===== config.mk =====
export PLATFORM = sky130hd
export DESIGN_NAME = circular_deque
export DESIGN_NICKNAME = d
export VERILOG_FILES = /design/src/cdq_pkg.sv /design/src/cdq_ctrl.sv /design/src/cdq_dp.sv /design/src/circular_deque.sv
export SDC_FILE = /design/constraint.sdc
export NUM_CORES = 2
export LEC_CHECK = 0
export BUFFER_PORTS_ARGS = -buffer_cell sky130_fd_sc_hd__buf_4
export CORE_ASPECT_RATIO = 1.25
export CORE_UTILIZATION = 45
export CTS_CLUSTER_DIAMETER = 60
export DETAILED_ROUTE_END_ITERATION = 8
export PLACE_DENSITY = 0.68
export SYNTH_ARGS = -nofsm -noshare
export SYNTH_HDL_FRONTEND = slang
export SYNTH_SLANG_ARGS = --single-unit

===== constraint.sdc =====
create_clock -name clk -period 4.3 [get_ports clk]
set_input_delay 0.86 -clock clk [delete_from_list [all_inputs] [get_ports clk]]
set_output_delay 0.86 -clock clk [all_outputs]
set_load 0.01 [all_outputs]

===== src/cdq_pkg.sv =====
// ----------------------------------------------------------------------------
// cdq_pkg: shared types and constants for the circular deque
// Action and status codes, controller state, and the command and status
// bundles that join the controller and the datapath.
// ----------------------------------------------------------------------------
package cdq_pkg;

  localparam int DEPTH_DEF      = 128;
  localparam int DATA_WIDTH_DEF = 32;

  localparam int ACTION_W    = 2;
  localparam int VALUE_W     = 32;
  localparam int STATUS_W    = 2;
  localparam int OCCUPANCY_W = 8;

  typedef enum logic [ACTION_W-1:0] {
    ACT_PUSH_FRONT = 2'd0,
    ACT_PUSH_BACK  = 2'd1,
    ACT_POP_FRONT  = 2'd2,
    ACT_POP_BACK   = 2'd3
  } act_t;

  typedef enum logic [STATUS_W-1:0] {
    RES_OK        = 2'd0,
    RES_OVERFLOW  = 2'd1,
    RES_UNDERFLOW = 2'd2
  } res_t;

  typedef enum logic {
    ST_IDLE = 1'b0,
    ST_EXEC = 1'b1
  } ctl_state_t;

  typedef struct packed {
    logic take;
    logic wr;
    logic rd;
    logic front;
    res_t status;
    logic load;
  } cmd_t;

  typedef struct packed {
    logic empty;
    logic full;
  } sts_t;

endpackage


===== src/cdq_ctrl.sv =====
// ----------------------------------------------------------------------------
// cdq_ctrl: controller for the circular deque
// Decodes each accepted word against the full and empty flags, sequences
// the memory access and the output register load, and owns both handshakes.
// ----------------------------------------------------------------------------
module cdq_ctrl
  import cdq_pkg::*;
(
  input  logic                clk,
  input  logic                rst_n,
  input  logic                in_valid,
  output logic                in_ready,
  input  logic [ACTION_W-1:0] in_action,
  output logic                out_valid,
  input  logic                out_ready,
  input  sts_t                sts,
  output cmd_t                cmd
);

  ctl_state_t state_r, state_nxt;
  logic       out_valid_r, out_valid_nxt;
  act_t       act;

  assign act       = act_t'(in_action);
  assign in_ready  = (state_r == ST_IDLE);
  assign out_valid = out_valid_r;

  always_ff @(posedge clk) begin
    if (!rst_n) begin
      state_r     <= ST_IDLE;
      out_valid_r <= 1'b0;
    end else begin
      state_r     <= state_nxt;
      out_valid_r <= out_valid_nxt;
    end
  end

  always_comb begin
    state_nxt     = state_r;
    out_valid_nxt = out_valid_r && !out_ready;
    cmd           = '0;
    cmd.status    = RES_OK;
    cmd.front     = (act == ACT_PUSH_FRONT) || (act == ACT_POP_FRONT);
    if (act inside {ACT_PUSH_FRONT, ACT_PUSH_BACK}) begin
      if (sts.full) begin
        cmd.status = RES_OVERFLOW;
      end
    end else begin
      if (sts.empty) begin
        cmd.status = RES_UNDERFLOW;
      end
    end
    case (state_r)
      ST_IDLE: begin
        if (in_valid) begin
          cmd.take  = 1'b1;
          cmd.wr    = (act inside {ACT_PUSH_FRONT, ACT_PUSH_BACK}) && !sts.full;
          cmd.rd    = (act inside {ACT_POP_FRONT, ACT_POP_BACK}) && !sts.empty;
          state_nxt = ST_EXEC;
        end
      end
      ST_EXEC: begin
        if (!out_valid_r || out_ready) begin
          cmd.load      = 1'b1;
          out_valid_nxt = 1'b1;
          state_nxt     = ST_IDLE;
        end
      end
      default: begin
        state_nxt = ST_IDLE;
      end
    endcase
  end

`ifndef SYNTHESIS
  a_wr_not_full: assert property (@(posedge clk) disable iff (!rst_n)
    cmd.wr |-> !sts.full) else $error("push issued while full");
  a_rd_not_empty: assert property (@(posedge clk) disable iff (!rst_n)
    cmd.rd |-> !sts.empty) else $error("pop issued while empty");
  a_take_to_exec: assert property (@(posedge clk) disable iff (!rst_n)
    cmd.take |=> state_r == ST_EXEC) else $error("accepted word not executed");
  a_load_valid: assert property (@(posedge clk) disable iff (!rst_n)
    cmd.load |=> out_valid_r) else $error("loaded result not presented");
`endif

endmodule


===== src/cdq_dp.sv =====
// ----------------------------------------------------------------------------
// cdq_dp: datapath for the circular deque
// Ring memory with one write and one registered read port, head and tail
// pointers that wrap at the depth, the entry count and the output register.
// ----------------------------------------------------------------------------
module cdq_dp
  import cdq_pkg::*;
#(
  parameter int DEPTH      = DEPTH_DEF,
  parameter int DATA_WIDTH = DATA_WIDTH_DEF
)
(
  input  logic                   clk,
  input  logic                   rst_n,
  input  cmd_t                   cmd,
  input  logic [VALUE_W-1:0]     in_push_value,
  output sts_t                   sts,
  output logic [STATUS_W-1:0]    out_status,
  output logic [VALUE_W-1:0]     out_pop_value,
  output logic [OCCUPANCY_W-1:0] out_occupancy
);

  localparam int AW = $clog2(DEPTH);
  localparam int CW = $clog2(DEPTH + 1);

  logic [DATA_WIDTH-1:0] mem [DEPTH];

  logic [AW-1:0]          head_r, head_nxt;
  logic [AW-1:0]          tail_r, tail_nxt;
  logic [CW-1:0]          count_r, count_nxt;
  logic [DATA_WIDTH-1:0]  rd_data_r;
  res_t                   res_r;
  logic                   popped_r;
  logic [STATUS_W-1:0]    out_status_r;
  logic [VALUE_W-1:0]     out_pop_value_r;
  logic [OCCUPANCY_W-1:0] out_occupancy_r;

  logic [AW-1:0]          head_inc, head_dec, tail_inc, tail_dec;
  logic [AW-1:0]          wr_addr, rd_addr;
  logic [DATA_WIDTH-1:0]  wr_data;
  logic [VALUE_W-1:0]     pop_ext;

  assign sts.empty = (count_r == '0);
  assign sts.full  = (count_r == CW'(DEPTH));

  assign head_inc = (head_r == AW'(DEPTH - 1)) ? '0 : head_r + AW'(1);
  assign head_dec = (head_r == '0) ? AW'(DEPTH - 1) : head_r - AW'(1);
  assign tail_inc = (tail_r == AW'(DEPTH - 1)) ? '0 : tail_r + AW'(1);
  assign tail_dec = (tail_r == '0) ? AW'(DEPTH - 1) : tail_r - AW'(1);

  assign wr_data = DATA_WIDTH'($signed(in_push_value));
  assign rd_addr = cmd.front ? head_r : tail_r;
  assign pop_ext = popped_r ? VALUE_W'($signed(rd_data_r)) : '0;

  always_comb begin
    head_nxt  = head_r;
    tail_nxt  = tail_r;
    count_nxt = count_r;
    wr_addr   = head_r;
    if (cmd.wr) begin
      count_nxt = count_r + CW'(1);
      if (sts.empty) begin
        wr_addr = head_r;
      end else if (cmd.front) begin
        wr_addr  = head_dec;
        head_nxt = head_dec;
      end else begin
        wr_addr  = tail_inc;
        tail_nxt = tail_inc;
      end
    end else if (cmd.rd) begin
      count_nxt = count_r - CW'(1);
      if (count_r == CW'(1)) begin
        head_nxt = '0;
        tail_nxt = '0;
      end else if (cmd.front) begin
        head_nxt = head_inc;
      end else begin
        tail_nxt = tail_dec;
      end
    end
  end

  always_ff @(posedge clk) begin
    if (!rst_n) begin
      head_r  <= '0;
      tail_r  <= '0;
      count_r <= '0;
    end else begin
      head_r  <= head_nxt;
      tail_r  <= tail_nxt;
      count_r <= count_nxt;
    end
  end

  always_ff @(posedge clk) begin
    if (cmd.wr) begin
      mem[wr_addr] <= wr_data;
    end
    if (cmd.rd) begin
      rd_data_r <= mem[rd_addr];
    end
  end

  always_ff @(posedge clk) begin
    if (cmd.take) begin
      res_r    <= cmd.status;
      popped_r <= cmd.rd;
    end
    if (cmd.load) begin
      out_status_r    <= res_r;
      out_pop_value_r <= pop_ext;
      out_occupancy_r <= OCCUPANCY_W'(count_r);
    end
  end

  assign out_status    = out_status_r;
  assign out_pop_value = out_pop_value_r;
  assign out_occupancy = out_occupancy_r;

`ifndef SYNTHESIS
  a_count_bound: assert property (@(posedge clk) disable iff (!rst_n)
    count_r <= CW'(DEPTH)) else $error("entry count above depth");
  a_empty_ptrs: assert property (@(posedge clk) disable iff (!rst_n)
    (count_r == '0) |-> (head_r == tail_r)) else $error("empty with split pointers");
  a_push_count: assert property (@(posedge clk) disable iff (!rst_n)
    cmd.wr |=> count_r == $past(count_r) + CW'(1)) else $error("push count slip");
  a_pop_count: assert property (@(posedge clk) disable iff (!rst_n)
    cmd.rd |=> count_r == $past(count_r) - CW'(1)) else $error("pop count slip");
`endif

endmodule


===== src/circular_deque.sv =====
// ----------------------------------------------------------------------------
// circular_deque: double-ended queue in a ring memory
// Push or pop at either end; every word returns a status, the popped value
// and the occupancy after the word.
// ----------------------------------------------------------------------------
//   channel   direction  handshake             payload
//   in_       input      in_valid / in_ready   in_action, in_push_value
//   out_      output     out_valid / out_ready out_status, out_pop_value,
//                                              out_occupancy
//
// The accept cycle updates the pointers and uses the memory port, whose
// registered read data feeds the output register from the execute state
// once the output register is free.
// Reset clears the pointers and the count; the memory is not cleared.
// A result waits in the output register while the next word is accepted;
// that word's result is held back until the output register is free.
// ----------------------------------------------------------------------------
module circular_deque
  import cdq_pkg::*;
#(
  parameter int DEPTH      = DEPTH_DEF,
  parameter int DATA_WIDTH = DATA_WIDTH_DEF
)
(
  input  logic                   clk,
  input  logic                   rst_n,
  input  logic                   in_valid,
  output logic                   in_ready,
  input  logic [ACTION_W-1:0]    in_action,
  input  logic [VALUE_W-1:0]     in_push_value,
  output logic                   out_valid,
  input  logic                   out_ready,
  output logic [STATUS_W-1:0]    out_status,
  output logic [VALUE_W-1:0]     out_pop_value,
  output logic [OCCUPANCY_W-1:0] out_occupancy
);

  cmd_t cmd;
  sts_t sts;

  cdq_ctrl u_ctrl (
    .clk       (clk),
    .rst_n     (rst_n),
    .in_valid  (in_valid),
    .in_ready  (in_ready),
    .in_action (in_action),
    .out_valid (out_valid),
    .out_ready (out_ready),
    .sts       (sts),
    .cmd       (cmd)
  );

  cdq_dp #(
    .DEPTH      (DEPTH),
    .DATA_WIDTH (DATA_WIDTH)
  ) u_dp (
    .clk           (clk),
    .rst_n         (rst_n),
    .cmd           (cmd),
    .in_push_value (in_push_value),
    .sts           (sts),
    .out_status    (out_status),
    .out_pop_value (out_pop_value),
    .out_occupancy (out_occupancy)
  );

endmodule

Word level (Yosys, flattened, before mapping)
Memories as Yosys holds them, arrays and structs flattened. A register that Yosys moved wholly into a read port is not among the register bits. Index checks and enable logic that the tools add are counted.

$add $sub $neg: 6. Reduce and logical (&&, ||, !) cells: 19. Bitwise operators: 1. Equality and inequality tests: 11. Multiplexer cells: 36.

Operator list (count): two-way mux 7 bit (20); two-way mux 8 bit (2); adder 7 x 1 -> 7 bit (second input constant) (2); equality test 7 bit (second input constant) (2); zero test 7 bit (2); subtractor 7 x 1 -> 7 bit (second input constant) (2); two-way mux 1 bit (9); adder 8 x 1 -> 8 bit (second input constant) (1); equality test 8 x 1 -> 1 bit (second input constant) (1); equality test 8 bit (second input constant) (1); zero test 8 bit (1); AND reduction 4 bit (2); nonzero test 2 bit (4); subtractor 8 x 1 -> 8 bit (second input constant) (1); two-way mux 3 bit (2); inequality test 2 bit (second input constant) (3); equality test 2 bit (second input constant) (2); zero test 1 bit (4); two-way mux 2 bit (2); logical AND 1 bit (3); equality test 2 x 1 -> 1 bit (second input constant) (1); zero test 2 bit (1); logical OR 1 bit (2); inequality test 2 x 1 -> 1 bit (second input constant) (1); other kinds (2) (2).

Output and inout port bits: 44. Memories kept: 1. Memory bits (writable): 4096. Logic and storage cells: 84. Register bits: 69.

Memory list: u_dp.mem (depth 128, bits a word 32, read ports 1, clocked after memory_dff 1, write ports 1, RTL line cdq_dp.sv:26) `logic [DATA_WIDTH-1:0] mem [DEPTH];`.

Longest topological paths before layout
Depth in word-level cells: 7. Gate-level depth with buffers: 13.

Cells and area by module
A second synthesis with hierarchy kept.

Cells, all modules: 11062. Area total of the unflattened synthesis: 165138.4 um^2.

By module, submodules not included: cdq_dp (cells each 11047, area each 164995.7 um^2, instances 1); cdq_ctrl (cells each 15, area each 142.6 um^2, instances 1).

Worst setup path before layout
No wires, ideal clock.

Path type: input port to flip-flop. From: in in_valid. To: mem u_dp.mem[33][0] (netlist name), enable pin. Setup time: 0.421 ns. Arrival time: 3.777 ns. Stages on the path: 7. Setup slack: 0.102 ns. Cell sequence: nor3b_1 o41ai_4 buf_2 nor2_1 nand3_1 buf_2 nor2_1.

Cells in the longest elaborated chain, start to end: 4. Elaborated cells between the ends (all ways): 5. Classes of those cells: 5 x mux.

Ends and longest elaborated chain: from (decl) (RTL line circular_deque.sv:27) `input logic in_valid,`; two-way mux 3 bit (*) (RTL line cdq_ctrl.sv:55) `if (in_valid) begin`; two-way mux 3 bit (*) (RTL line cdq_ctrl.sv:53) `case (state_r)`; two-way mux 1 bit (RTL line cdq_dp.sv:97) `if (cmd.wr) begin`; two-way mux 1 bit (not written as such) (RTL line cdq_dp.sv:98) `mem[wr_addr] <= wr_data;`; to (decl) (RTL line cdq_dp.sv:26).

Every way passes the cells marked *; elsewhere a longest branch is shown, timed or not.

Worst setup path after layout
From: reg u_dp.head_r[2]. To: reg u_dp.rd_data_r[15], read port of u_dp.mem (data pin).

Cells in the longest elaborated chain, start to end: 1.

Ends and longest elaborated chain: from (decl) (RTL line cdq_dp.sv:28) `logic [AW-1:0] head_r, head_nxt;`; from (signal assigned) (RTL line cdq_dp.sv:90) `head_r <= head_nxt;`; two-way mux 7 bit (RTL line cdq_dp.sv:52) `assign rd_addr = cmd.front ? head_r : tail_r;`; to (decl) (RTL line cdq_dp.sv:31) `logic [DATA_WIDTH-1:0] rd_data_r;`.

No other way between the ends. A chain may end at the register's enable or synchronous reset.

==> results.json <==
{
  "ios": 82,
  "clockRootBuffer": "clkbuf_16",
  "syn_inst": 11100,
  "first_pass_iters": 8,
  "core_um2": 368000,
  "clk_latency_ps": 970,
  "endpoint_kind": "flop",
  "clock_sinks": 4197,
  "grt_pass1_wl_um": 760000,
  "outcome": "finished, violations left",
  "antenna_left": 0,
  "grtUsageTotal": 0.288,
  "antenna_found_initial": 39,
  "drive_gt1_frac": 0.152,
  "postCtsSetupBuffers": 0,
  "maxSlewViolCount": 0,
  "yosys_warnings": 0,
  "vias": 106000,
  "ys.flop_type": "edfxtp_1",
  "post-route-period-util": 1.00,
  "nFillCells": 28800,
  "layout_setup_ws_ps": -16.2,
  "place_hpwl_um": 336000,
  "layout_commonest_cell": "edfxtp_1",
  "ir_drop_uv": 353,
  "finalWirelength_um": 548000,
  "synth_cell_types": 87,
  "cts_max_level": 5,
  "die_h_um": 682,
  "min_period_ps": 4320,
  "overflow": 0,
  "avgSynthCellArea_um2": 15.0,
  "clock_skew_ps": 61.6,
  "mostFrequentLayoutCells": "edfxtp_1 (4,173), nand2_1 (2,075), nand3_1 (951), mux2i_1 (925), buf_4 (706)",
  "worst-path-max-fanout": 26,
  "cts_buffers": 392,
  "slew_headroom": 0.0448,
  "required_ps": 5030,
  "clockBufferDepth": 4,
  "cap_viol_max_count": 0,
  "max_clock_freq_mhz": 232,
  "yosysSeqAreaShare": 0.757,
  "dieWidth_um": 546,
  "start_kind": "flop",
  "port_buffers": 81,
  "synth_area_um2": 166000,
  "grt_pass1_vias": 103000,
  "tightest_slew_ps": 1420,
  "finalHoldViolCount": 0,
  "powerDensity_nw_per_um2": 520,
  "final-setup-viol-count": 1,
  "tritoncts": "done",
  "drcViolationCount": 40,
  "drt_iter0_drc": 15400,
  "arrival_ps": 5050,
  "area_growth_syn_to_layout_pct": 16.7,
  "dieArea_um2": 372000,
  "grt_start_max_net_pins": 129,
  "synthArstFlopShare": 0,
  "tns_ps": -16.2,
  "synth_edf_count": 4173,
  "row_count": 249,
  "clkTransAtPathRegs_ps": 70,
  "hp-class": "input port to flop",
  "ys_ff_latch": 4197,
  "violations": "DRC, setup timing",
  "power_leakage_nw": 62.3,
  "place_congestion": 0.922,
  "rrSetupSlack_ps": -20,
  "initial_core_util": 0.452,
  "fin_nets": 11800,
  "wl_per_cell_um": 32.3,
  "viasPerCell": 6.26,
  "synthesis.nets": 11100,
  "critical_path_class": "flop to flop",
  "pre_cts_ws_ps": -437
}
==> state kept, by name (all words and copies together) (netlist names), 2 cells and up <==
signal,flops
u_dp.out_status,2
u_dp.mem,4096
u_dp.head_r,7
u_dp.count_r,8
u_dp.res_r,2
u_dp.out_pop_value,32
u_dp.out_occupancy,8
u_dp.tail_r,7
u_dp.rd_data_r,32
==> cells by family after synthesis <==
kind of cell    share of synthesized area
flops                               0.757
fa+ha+maj                        0.000677
simple gates                       0.0914
compound gates                     0.0619
buf+inv                            0.0231
mux                                0.0658
xor+xnor                         0.000632
==> synthesized netlist by cell type, drive strengths merged (28+ instances only) <==
| cell type | count | area share |
|---|---|---|
| a2111oi | 28 | 0.0018 |
| a211oi | 103 | 0.0047 |
| a21oi | 602 | 0.018 |
| a31oi | 75 | 0.0029 |
| and2 | 40 | 0.0015 |
| buf | 464 | 0.017 |
| clkbuf | 237 | 0.0054 |
| edfxtp | 4173 | 0.75 |
| mux2i | 930 | 0.056 |
| mux4 | 68 | 0.0092 |
| nand2 | 2075 | 0.047 |
| nand3 | 959 | 0.029 |
| nand4 | 55 | 0.0021 |
| nor2 | 189 | 0.0043 |
| nor3 | 119 | 0.0037 |
| nor4 | 47 | 0.0019 |
| o21ai | 162 | 0.0049 |
| o221ai | 336 | 0.018 |
| o22ai | 162 | 0.0061 |
| o31ai | 30 | 0.0014 |
==> power by group <==
group	internal (mW)	leakage (nW)	switching [mW]
clock network	19.7	6.20	15.3
registers	45.6	37.7	0.359
logic	6.49	18.4	13.4
total	71.8	62.3	29.0
==> cell type report <==
type	count	area, µm²	share of cell area
timing repair buffer	1009	11400	0.0586
multi-input combinational	6133	37900	0.195
clock buffer	464	10300	0.0531
antenna	17	42.5	0.000219
sequential	4197	126000	0.648
clock inverter	242	2450	0.0126
tap	4894	6120	0.0316
inverter	19	71.3	0.000368
==> worst max-delay path, cell delays in order (launching register included) <==
cell and delay (ps):
dfxtp_1 360, buf_4 270, nor3b_1 350, a31oi_4 170, buf_12 280, buf_12 200, o221ai_1 330, o21ai_0 150
buf_4 180, nand3_1 340, nand4_1 810, a2111oi_4 580
==> metrics by stage <==
stage / area, µm² / hold slack, ps / std cells / util / power, mW
4_1_cts: 194000 / 134 / 17000 / 0.527 / 101
2_1_floorplan: 166000 / 400 / 11100 / - / 56.9
5_1_grt: 194000 / 208 / 17000 / 0.527 / 103
6_report: 194000 / 187 / 17000 / 0.527 / 101
3_3_place_gp: 181000 / 408 / 16300 / 0.492 / 65.9
3_5_place_dp: 181000 / 413 / 16300 / 0.492 / 66.2
==> path summary, 6_finish.rpt <==
path,cells after the start,endpoint,start
hold reg to reg,0,u_dp.out_status[0],u_dp.res_r[0]
setup reg to reg,11,u_dp.rd_data_r[15],u_dp.head_r[2]
hold / removal,3,u_ctrl.state_r,in_valid
setup / recovery,11,u_dp.rd_data_r[15],u_dp.head_r[2]
==> per-layer routing <==
layer,vias up,track usage,part of all wire
met5,-,0,0.00018
met1,53500,0.348,0.34
met3,1552,0.0573,0.11
met4,18,0.206,0.082
met2,7280,0.464,0.47
li1,43900,-,-
==> repair_timing <==
item / 4_1_cts / 5_1_grt
endpoints found under the setup margin: 0 / 43
resized for setup: 0 / 5
hold buffers: 0 / 0
Power figures use the tool's default switching activity.
